[config.mk]
export PLATFORM = sky130hd
export DESIGN_NAME = buffer_frame_pin_table
export DESIGN_NICKNAME = d
export VERILOG_FILES = /design/src/bfpt_pkg.sv /design/src/buffer_frame_pin_table.sv /design/src/bfpt_cell.sv /design/src/bfpt_resolve.sv
export SDC_FILE = /design/constraint.sdc
export NUM_CORES = 2
export LEC_CHECK = 0
export BUFFER_PORTS_ARGS = -buffer_cell sky130_fd_sc_hd__buf_2
export CAP_MARGIN = 20
export CORE_UTILIZATION = 40
export DETAILED_ROUTE_END_ITERATION = 10
export GPL_ROUTABILITY_DRIVEN = 0
export PLACE_DENSITY = 0.56
export SYNTH_ARGS = -nofsm -noshare
export SYNTH_HDL_FRONTEND = slang
export SYNTH_SLANG_ARGS = --single-unit
export TNS_END_PERCENT = 1
[constraint.sdc]
create_clock -name clk_i -period 3.8 [get_ports clk_i]
set_clock_uncertainty 0.1 [all_clocks]
set_input_delay 0 -clock clk_i [delete_from_list [all_inputs] [get_ports clk_i]]
set_output_delay 0 -clock clk_i [all_outputs]
set_load 0.05 [all_outputs]
[src/bfpt_pkg.sv]
// ----------------------------------------------------------------------------
// bfpt_pkg
// Shared constants, codes and beat types of the buffer frame pin table.
// ----------------------------------------------------------------------------
package bfpt_pkg;

  localparam int NUM_FRAMES = 16;
  localparam int TAG_BITS   = 16;
  localparam int PIN_BITS   = 8;
  localparam int IDX_W      = (NUM_FRAMES > 1) ? $clog2(NUM_FRAMES) : 1;
  localparam int CNT_W      = $clog2(NUM_FRAMES + 1);
  localparam int CFG_W      = 5;

  localparam logic [CFG_W-1:0]    CFG_RESET = 5'd16;
  localparam logic [PIN_BITS-1:0] PIN_MAX   = {PIN_BITS{1'b1}};

  typedef enum logic [1:0] {
    MODE_PIN   = 2'd0,
    MODE_UNPIN = 2'd1,
    MODE_NEW   = 2'd2,
    MODE_FREE  = 2'd3
  } mode_e;

  typedef enum logic [2:0] {
    ST_DONE           = 3'd0,
    ST_EVICT_UNPINNED = 3'd1,
    ST_EVICT_PINNED   = 3'd2,
    ST_NOT_RESIDENT   = 3'd3,
    ST_UNDERFLOW      = 3'd4
  } status_e;

  typedef enum logic {
    FSM_IDLE,
    FSM_SCAN
  } fsm_e;

  // input beat
  typedef struct packed {
    mode_e       mode;
    logic [15:0] page_tag;
  } cmd_t;

  // result beat
  typedef struct packed {
    status_e     status;
    logic [3:0]  frame_index;
    logic        evicted_valid;
    logic [15:0] evicted_tag;
    logic [4:0]  unpinned_count;
  } result_t;

  // search record passed from cell to cell
  typedef struct packed {
    logic                valid;
    mode_e               mode;
    logic [TAG_BITS-1:0] tag;
    logic                m_found;
    logic [IDX_W-1:0]    m_idx;
    logic [PIN_BITS-1:0] m_pins;
    logic                e_found;
    logic [IDX_W-1:0]    e_idx;
    logic                u_found;
    logic [IDX_W-1:0]    u_idx;
    logic [TAG_BITS-1:0] u_tag;
    logic                min_seen;
    logic [IDX_W-1:0]    min_idx;
    logic [PIN_BITS-1:0] min_pins;
    logic [TAG_BITS-1:0] min_tag;
    logic [CNT_W-1:0]    cnt;
  } scan_t;

  // frame update broadcast to all cells
  typedef struct packed {
    logic                en;
    logic [IDX_W-1:0]    idx;
    logic                valid;
    logic [TAG_BITS-1:0] tag;
    logic [PIN_BITS-1:0] pins;
  } frame_wr_t;

endpackage

[src/buffer_frame_pin_table.sv]
// Each request's search record is registered in every frame cell in turn,
//   and the result beat is registered after the last cell.
// One request at a time: busy holds off a new start while the search record
//   walks the chain of frame cells one per cycle.
// Busy is low again in the strobe cycle, so the next start may land there.
// Reset: all frames empty with zero pins, frames_in_use back to 16; the result
//   lasts one cycle and the receiver cannot stall it.
// ----------------------------------------------------------------------------
// buffer_frame_pin_table
// Frame table of a page buffer pool: pin, unpin, new page and free requests
// against a row of frame cells that a search record sweeps in order.
// ----------------------------------------------------------------------------
module buffer_frame_pin_table (
  input  logic                       clk_i,
  input  logic                       rst_ni,
  input  logic                       start,
  output logic                       busy,
  input  bfpt_pkg::cmd_t             cmd_i,
  output logic                       result_valid_o,
  output bfpt_pkg::result_t          result_o,
  input  logic                       cfg_valid_i,
  output logic                       cfg_ready_o,
  input  logic [bfpt_pkg::CFG_W-1:0] cfg_data_i
);

  bfpt_pkg::fsm_e                state_q, state_d;
  logic [bfpt_pkg::CFG_W-1:0]    frames_in_use_q;
  logic [31:0]                   cfg_wide;
  logic [bfpt_pkg::CNT_W-1:0]    active_n;
  bfpt_pkg::scan_t               scan_w [bfpt_pkg::NUM_FRAMES+1];
  bfpt_pkg::frame_wr_t           wr;
  bfpt_pkg::result_t             res;
  bfpt_pkg::result_t             result_q;
  logic                          result_valid_q;
  logic                          accept;

  assign accept = start && !busy;

  // configuration register
  always_ff @(posedge clk_i or negedge rst_ni) begin
    if (!rst_ni) begin
      frames_in_use_q <= bfpt_pkg::CFG_RESET;
    end else if (cfg_valid_i && cfg_ready_o) begin
      frames_in_use_q <= cfg_data_i;
    end
  end

  // clamp the frame count to one .. NUM_FRAMES
  assign cfg_wide = 32'(frames_in_use_q);
  assign active_n = (cfg_wide == 32'd0) ? bfpt_pkg::CNT_W'(1)
                  : (cfg_wide > 32'(bfpt_pkg::NUM_FRAMES))
                    ? bfpt_pkg::CNT_W'(bfpt_pkg::NUM_FRAMES)
                    : bfpt_pkg::CNT_W'(cfg_wide);

  // fresh search record enters the first cell
  always_comb begin
    scan_w[0]       = '0;
    scan_w[0].valid = accept;
    scan_w[0].mode  = cmd_i.mode;
    scan_w[0].tag   = bfpt_pkg::TAG_BITS'(32'(cmd_i.page_tag));
  end

  // row of frame cells
  for (genvar g = 0; g < bfpt_pkg::NUM_FRAMES; g++) begin : g_cell
    bfpt_cell u_cell (
      .clk_i      (clk_i),
      .rst_ni     (rst_ni),
      .cell_idx_i (bfpt_pkg::IDX_W'(g)),
      .active_n_i (active_n),
      .scan_i     (scan_w[g]),
      .wr_i       (wr),
      .scan_o     (scan_w[g+1])
    );
  end

  bfpt_resolve u_resolve (
    .scan_i   (scan_w[bfpt_pkg::NUM_FRAMES]),
    .wr_o     (wr),
    .result_o (res)
  );

  // sequencer state
  always_ff @(posedge clk_i or negedge rst_ni) begin
    if (!rst_ni) begin
      state_q <= bfpt_pkg::FSM_IDLE;
    end else begin
      state_q <= state_d;
    end
  end

  // next state
  always_comb begin
    state_d = state_q;
    case (state_q)
      bfpt_pkg::FSM_IDLE: begin
        if (start) begin
          state_d = bfpt_pkg::FSM_SCAN;
        end
      end
      bfpt_pkg::FSM_SCAN: begin
        if (scan_w[bfpt_pkg::NUM_FRAMES].valid) begin
          state_d = bfpt_pkg::FSM_IDLE;
        end
      end
      default: state_d = bfpt_pkg::FSM_IDLE;
    endcase
  end

  // handshake outputs, a register write never shares an edge with a request
  always_comb begin
    busy        = 1'b0;
    cfg_ready_o = 1'b0;
    case (state_q)
      bfpt_pkg::FSM_IDLE: cfg_ready_o = !start;
      bfpt_pkg::FSM_SCAN: busy = 1'b1;
      default:            busy = 1'b1;
    endcase
  end

  // result beat register
  always_ff @(posedge clk_i or negedge rst_ni) begin
    if (!rst_ni) begin
      result_valid_q <= 1'b0;
    end else begin
      result_valid_q <= scan_w[bfpt_pkg::NUM_FRAMES].valid;
    end
  end

  always_ff @(posedge clk_i) begin
    if (scan_w[bfpt_pkg::NUM_FRAMES].valid) begin
      result_q <= res;
    end
  end

  assign result_valid_o = result_valid_q;
  assign result_o       = result_q;

endmodule

[src/bfpt_cell.sv]
// ----------------------------------------------------------------------------
// bfpt_cell
// One frame of the table: holds valid, tag and pin count, folds its frame into
// the passing search record and registers the record for the next cell.
// ----------------------------------------------------------------------------
module bfpt_cell (
  input  logic                           clk_i,
  input  logic                           rst_ni,
  input  logic [bfpt_pkg::IDX_W-1:0]     cell_idx_i,
  input  logic [bfpt_pkg::CNT_W-1:0]     active_n_i,
  input  bfpt_pkg::scan_t                scan_i,
  input  bfpt_pkg::frame_wr_t            wr_i,
  output bfpt_pkg::scan_t                scan_o
);

  logic                          valid_q;
  logic [bfpt_pkg::TAG_BITS-1:0] tag_q;
  logic [bfpt_pkg::PIN_BITS-1:0] pins_q;
  bfpt_pkg::scan_t               scan_d, scan_q;
  logic                          active;
  logic                          zero_pins;

  assign active    = bfpt_pkg::CNT_W'(cell_idx_i) < active_n_i;
  assign zero_pins = (pins_q == '0);

  // frame storage, written by the broadcast update
  always_ff @(posedge clk_i or negedge rst_ni) begin
    if (!rst_ni) begin
      valid_q <= 1'b0;
      tag_q   <= '0;
      pins_q  <= '0;
    end else if (wr_i.en && (wr_i.idx == cell_idx_i)) begin
      valid_q <= wr_i.valid;
      tag_q   <= wr_i.tag;
      pins_q  <= wr_i.pins;
    end
  end

  // fold this frame into the record
  always_comb begin
    scan_d = scan_i;
    if (scan_i.valid && active) begin
      if (!scan_i.m_found && valid_q && (tag_q == scan_i.tag)) begin
        scan_d.m_found = 1'b1;
        scan_d.m_idx   = cell_idx_i;
        scan_d.m_pins  = pins_q;
      end
      if (!scan_i.e_found && !valid_q) begin
        scan_d.e_found = 1'b1;
        scan_d.e_idx   = cell_idx_i;
      end
      if (!scan_i.u_found && zero_pins) begin
        scan_d.u_found = 1'b1;
        scan_d.u_idx   = cell_idx_i;
        scan_d.u_tag   = tag_q;
      end
      if (!scan_i.min_seen || (pins_q < scan_i.min_pins)) begin
        scan_d.min_seen = 1'b1;
        scan_d.min_idx  = cell_idx_i;
        scan_d.min_pins = pins_q;
        scan_d.min_tag  = tag_q;
      end
      if (zero_pins) begin
        scan_d.cnt = scan_i.cnt + bfpt_pkg::CNT_W'(1);
      end
    end
  end

  // hand the record to the next cell
  always_ff @(posedge clk_i or negedge rst_ni) begin
    if (!rst_ni) begin
      scan_q <= '0;
    end else begin
      scan_q <= scan_d;
    end
  end

  assign scan_o = scan_q;

endmodule

[src/bfpt_resolve.sv]
// ----------------------------------------------------------------------------
// bfpt_resolve
// Turns the finished search record into the frame update and the result beat.
// ----------------------------------------------------------------------------
module bfpt_resolve (
  input  bfpt_pkg::scan_t      scan_i,
  output bfpt_pkg::frame_wr_t  wr_o,
  output bfpt_pkg::result_t    result_o
);

  logic                          old_zero;
  logic                          new_zero;
  logic [bfpt_pkg::IDX_W-1:0]    idx;
  logic [bfpt_pkg::TAG_BITS-1:0] ev_tag;
  logic [bfpt_pkg::CNT_W-1:0]    cnt;

  // decide the target frame, its new contents and the status
  always_comb begin
    wr_o            = '0;
    result_o        = '0;
    result_o.status = bfpt_pkg::ST_DONE;
    old_zero        = 1'b0;
    new_zero        = 1'b0;
    idx             = '0;
    ev_tag          = '0;
    wr_o.tag        = scan_i.tag;
    wr_o.valid      = 1'b1;
    case (scan_i.mode)
      bfpt_pkg::MODE_NEW: begin
        if (scan_i.e_found) begin
          idx = scan_i.e_idx;
        end else if (scan_i.u_found) begin
          idx                    = scan_i.u_idx;
          ev_tag                 = scan_i.u_tag;
          result_o.status        = bfpt_pkg::ST_EVICT_UNPINNED;
          result_o.evicted_valid = 1'b1;
          old_zero               = 1'b1;
        end else begin
          idx                    = scan_i.min_idx;
          ev_tag                 = scan_i.min_tag;
          result_o.status        = bfpt_pkg::ST_EVICT_PINNED;
          result_o.evicted_valid = 1'b1;
        end
        // empty frames always carry zero pins
        if (scan_i.e_found) begin
          old_zero = 1'b1;
        end
        wr_o.en   = 1'b1;
        wr_o.pins = bfpt_pkg::PIN_BITS'(1);
      end
      default: begin
        if (!scan_i.m_found) begin
          result_o.status = bfpt_pkg::ST_NOT_RESIDENT;
        end else begin
          idx      = scan_i.m_idx;
          old_zero = (scan_i.m_pins == '0);
          case (scan_i.mode)
            bfpt_pkg::MODE_PIN: begin
              wr_o.en   = 1'b1;
              wr_o.pins = (scan_i.m_pins == bfpt_pkg::PIN_MAX) ? scan_i.m_pins
                          : scan_i.m_pins + bfpt_pkg::PIN_BITS'(1);
            end
            bfpt_pkg::MODE_UNPIN: begin
              if (old_zero) begin
                result_o.status = bfpt_pkg::ST_UNDERFLOW;
                new_zero        = 1'b1;
              end else begin
                wr_o.en   = 1'b1;
                wr_o.pins = scan_i.m_pins - bfpt_pkg::PIN_BITS'(1);
                new_zero  = (scan_i.m_pins == bfpt_pkg::PIN_BITS'(1));
              end
            end
            default: begin
              // free clears the frame, pinned or not
              wr_o.en    = 1'b1;
              wr_o.valid = 1'b0;
              wr_o.tag   = '0;
              wr_o.pins  = '0;
              new_zero   = 1'b1;
            end
          endcase
        end
      end
    endcase
    wr_o.idx = idx;
    wr_o.en  = wr_o.en & scan_i.valid;
    cnt      = scan_i.cnt - bfpt_pkg::CNT_W'(old_zero) + bfpt_pkg::CNT_W'(new_zero);
    result_o.frame_index    = 4'(32'(idx));
    result_o.evicted_tag    = 16'(32'(ev_tag));
    result_o.unpinned_count = 5'(32'(cnt));
  end

endmodule

==> flow_summary_export.csv <==
group,metric,value,unit
floorplan,io_pins,59,
logic_synthesis,synth_adder_area_share,2.38,%
critical_path,critPathMaxFanout,34,
sta,fin_crit_sh,89.3,%
power,p_int,31.3,mW
final_layout,regArea,0.0459,mm^2
critical_path,crit_required,4340,ps
power,power_density,502,mW/mm^2
logic_synthesis,synth_top_family_by_area,"multiplexers",
clock_network,clk_pin_slew,60,ps
power,fin_total_pwr,40.0,mW
drt,drc,0,
logic_synthesis,synth_edf_count,29,
drt,drt-initial-drc-count,1907,
clock_network,cts_setup_buffers,0,
critical_path,worstSetupEndpointType,"flop",
floorplan,core_area,0.172,mm^2
final_layout,stdcell_count,7659,
logic_synthesis,netlist_area,0.0693,mm^2
power,seq_power_share,51.2,%
critical_path,reg2reg_slack,400,ps
clock_network,cts.path.max_buffers,3,
sta,fmax,0.295,GHz
sta,worst_slack,405,ps
placement,pre_cts_slack,423,ps
floorplan,start_util,40.3,%
clock_network,cts-resized-gates,0,
final_layout,final_util,46.4,%
min_path,min_path_type,"input port to asynchronous set/reset pin",
logic_synthesis,syn_nets,5102,
placement,placed_cells,7267,
power,vdd_drop_max,0.000391,V
grt,grt_pass1_wl,228,mm
drt,wirelength,142,mm
sta,rsz0062_at_grt,"false",
job,drv_cap,0,
logic_synthesis,syn_inst,4944,
sta,tightestPinTransition,1090,ps
drt,avgViaCountPerCell,4.60,
critical_path,reg2regPathDepth,8,
logic_synthesis,yosysTopAreaCell,"dfrtp_1",
placement,hpwl,104,mm
critical_path,path_class,"flop to flop",
logic_synthesis,ys_ff_latch,1828,
grt,antenna_found_initial,0,
power,p_clk_share,44.7,%
drt,wire_per_inst,18.5,um
drt,ant_nets,0,
power,p_leak,39.1,nW
sta,slew_viol_final,0,
run_status,status,"finished, final reports clean",
logic_synthesis,avgSynthCellArea,14.0,um^2
floorplan,rows,152,
grt,grt.total_usage,16.8,%
floorplan,die_x,418,um
logic_synthesis,synthXorXnorAreaFrac,3.93,%
drt,drt_pass1_iterations,5,
logic_synthesis,yosysUniqueCellTypes,70,
critical_path,start_kind,"flop",
drt,vias,35259,
clock_network,numCtsBuffers,181,
placement,portBuffers,58,
logic_synthesis,yosysTopAreaCellShare,64.9,%
logic_synthesis,synthTopCellsByArea,"dfrtp_1 (65%), mux2_2 (14%), ha_1 (2.3%), xnor2_1 (2.1%), o21ai_0 (2.1%)",
final_layout,drive_gt1_share,27.9,%
logic_synthesis,synth-compound-area-share,3.90,%
logic_synthesis,synth_mux_area_share,14.0,%
final_layout,syn_to_final_growth,15.1,%
logic_synthesis,synth_ff_type,"dfrtp_1",
sta,final.setup.tns,0,ps
clock_network,cts-root-buf,"clkbuf_16",
grt,grt_pass1_vias,37975,
logic_synthesis,async_reset_ff_share,98.4,%
clock_network,cts_tree,"done",
critical_path,crit_end,"g_cell[9].u_cell.valid_q$_DFFE_PN0P_",
power,swShare,21.7,%
grt,grt_max_degree,124,
final_layout,multiInputGateArea,0.0222,mm^2
critical_path,worst_r2r_endpoint,"g_cell[9].u_cell.valid_q$_DFFE_PN0P_",
power,combPwrFrac,4.1,%
floorplan,die_h,418,um
logic_synthesis,seq_area_frac_synth,66.2,%
critical_path,cp.arrival,3930,ps
grt,overflow,0,
clock_network,cts_max_level,4,
sta,post-route-min-period,3400,ps
final_layout,fillers,15210,
critical_path,reg2reg_from,"g_cell[15].u_cell.scan_o[89]$_DFF_PN0_",
final_layout,nets,5354,
logic_synthesis,ys_warn_count,0,
clock_network,clkSinkCount,1828,
power,netSwitchingPower,8.69,mW
critical_path,worstSetupStartpoint,"g_cell[15].u_cell.scan_o[89]$_DFF_PN0_",
sta,hold_viol_final,0,
floorplan,design.die.area,0.175,mm^2
sta,relSlewSlack,27.5,%
clock_network,worstSkewPairLatency,810,ps
sta,setup_viol,0,
logic_synthesis,synth-simple-area-share,7.73,%
## cell usage in the layout, fill, tap and decap left out, types with 10 or more instances in the layout
| cell | instances |
|---|---|
| clkinv_2 | 38 |
| or2_2 | 113 |
| a21oi_2 | 15 |
| and3_1 | 13 |
| ha_1 | 130 |
| buf_2 | 57 |
| nor3b_1 | 10 |
| nand3_1 | 38 |
| xor2_1 | 142 |
| dfrtp_1 | 1797 |
| clkbuf_8 | 42 |
| mux2_2 | 842 |
| xnor2_1 | 169 |
| nor4_1 | 64 |
| nor3_1 | 32 |
| nand2b_1 | 71 |
| o211ai_1 | 11 |
| dlygate4sd3_1 | 54 |
| inv_1 | 133 |
| nor2_1 | 61 |
| a211oi_1 | 10 |
| nand4_1 | 65 |
| clkbuf_16 | 186 |
| a21o_1 | 45 |
| mux2i_1 | 20 |
| buf_12 | 19 |
| a21oi_1 | 29 |
| o21bai_1 | 15 |
| buf_4 | 121 |
| and2_1 | 69 |
| edfxtp_1 | 29 |
| o31ai_1 | 13 |
| nor2b_1 | 62 |
| o21ai_0 | 288 |
| clkbuf_1 | 43 |
| bufinv_16 | 11 |
| nand2_1 | 382 |
## layout make-up
class,instances,share of cell area [%]
sequential,1828,57.6
multi-input combinational,2799,27.9
clock buffer,271,6.77
tap,2310,3.63
timing repair buffer,253,2.70
clock inverter,64,0.844
inverter,133,0.626
antenna,1,0.00314
## synth_stat cells (15+ instances only)
master       n
mux2i_1     20
buf_2       52
dfrtp_1   1798
nand4_1     65
or2_2      113
a21o_1      45
a21oi_1     40
nand2b_1    71
inv_1      133
xor2_1     142
nor3_1      33
o21bai_1    15
edfxtp_1    29
nand3_1     40
nor2_1      61
xnor2_1    169
and2_1      69
nor2b_1     64
mux2_2     842
nand2_1    382
ha_1       130
nor4_1      69
clkbuf_1   120
o21ai_0    288
## state kept, by name, indices dropped and copies added, names as in the netlist
register	cells
result_o	29
g_cell.u_cell.pins_q	128
state_q	1
g_cell.u_cell.tag_q	256
result_valid_o	1
g_cell.u_cell.valid_q	16
g_cell.u_cell.scan_o	1392
frames_in_use_q	5
## timing repair
item	in CTS	in global routing
endpoints found under the setup margin	0	0
hold buffers	55	0
endpoints found under the hold margin	1818	0
## through the flow
step | hold slack, ps | instance area (um^2)
global placement | 13.3 | 73100
CTS | 44.4 | 79700
finish | 33.1 | 79700
global route | 79.0 | 79700
floorplan | -396 | 69300
detailed placement | 14.9 | 73100
## cells by family after synthesis
kind of cell | count (synthesis)
xor gates and xnor gates | 311
AOI/OAI and AO/OA | 464
muxes | 862
DFF | 1828
buffers and inverters | 317
and+or+nand+nor | 1031
adders and majority gates | 131
## critical path: stages (launching register included)
cell,delay [ps]
dfrtp_1,360
buf_4,170
nor2b_1,370
o211ai_1,220
a211oi_2,800
nand3_1,690
buf_12,380
nand2_1,70
o21ai_0,70
## power by group through the flow
stage / Sequential, mW / Clock [mW] / Combinational, mW
after floorplan: 20.7 / 0 / 0.825
after global placement: 20.8 / 0 / 1.60
after detailed placement: 20.9 / 0 / 1.61
after CTS: 20.5 / 18.4 / 1.68
after global routing: 20.5 / 19.3 / 1.83
final: 20.5 / 17.9 / 1.63
## worst min path at each step
stage / startpoint / to / cells past startpoint
after floorplan: rst_ni / frames_in_use_q[0]$_DFFE_PN0P_ / 0
after global placement: rst_ni / g_cell[4].u_cell.scan_o[23]$_DFF_PN0_ / 1
after detailed placement: rst_ni / g_cell[14].u_cell.scan_o[64]$_DFF_PN0_ / 1
after CTS: rst_ni / g_cell[13].u_cell.scan_o[4]$_DFF_PN0_ / 3
after global routing: rst_ni / g_cell[12].u_cell.scan_o[4]$_DFF_PN0_ / 3
final: rst_ni / g_cell[14].u_cell.scan_o[66]$_DFF_PN0_ / 3
## layer usage
layer	routed length [um]	vias up	GRT usage, %
met5	0	-	0
met4	3790	0	5.31
met3	4440	230	3.00
met2	67600	434	27.4
met1	66100	17244	22.8
li1	-	17351	-
Note: power is estimated with default switching activity, not from simulation.
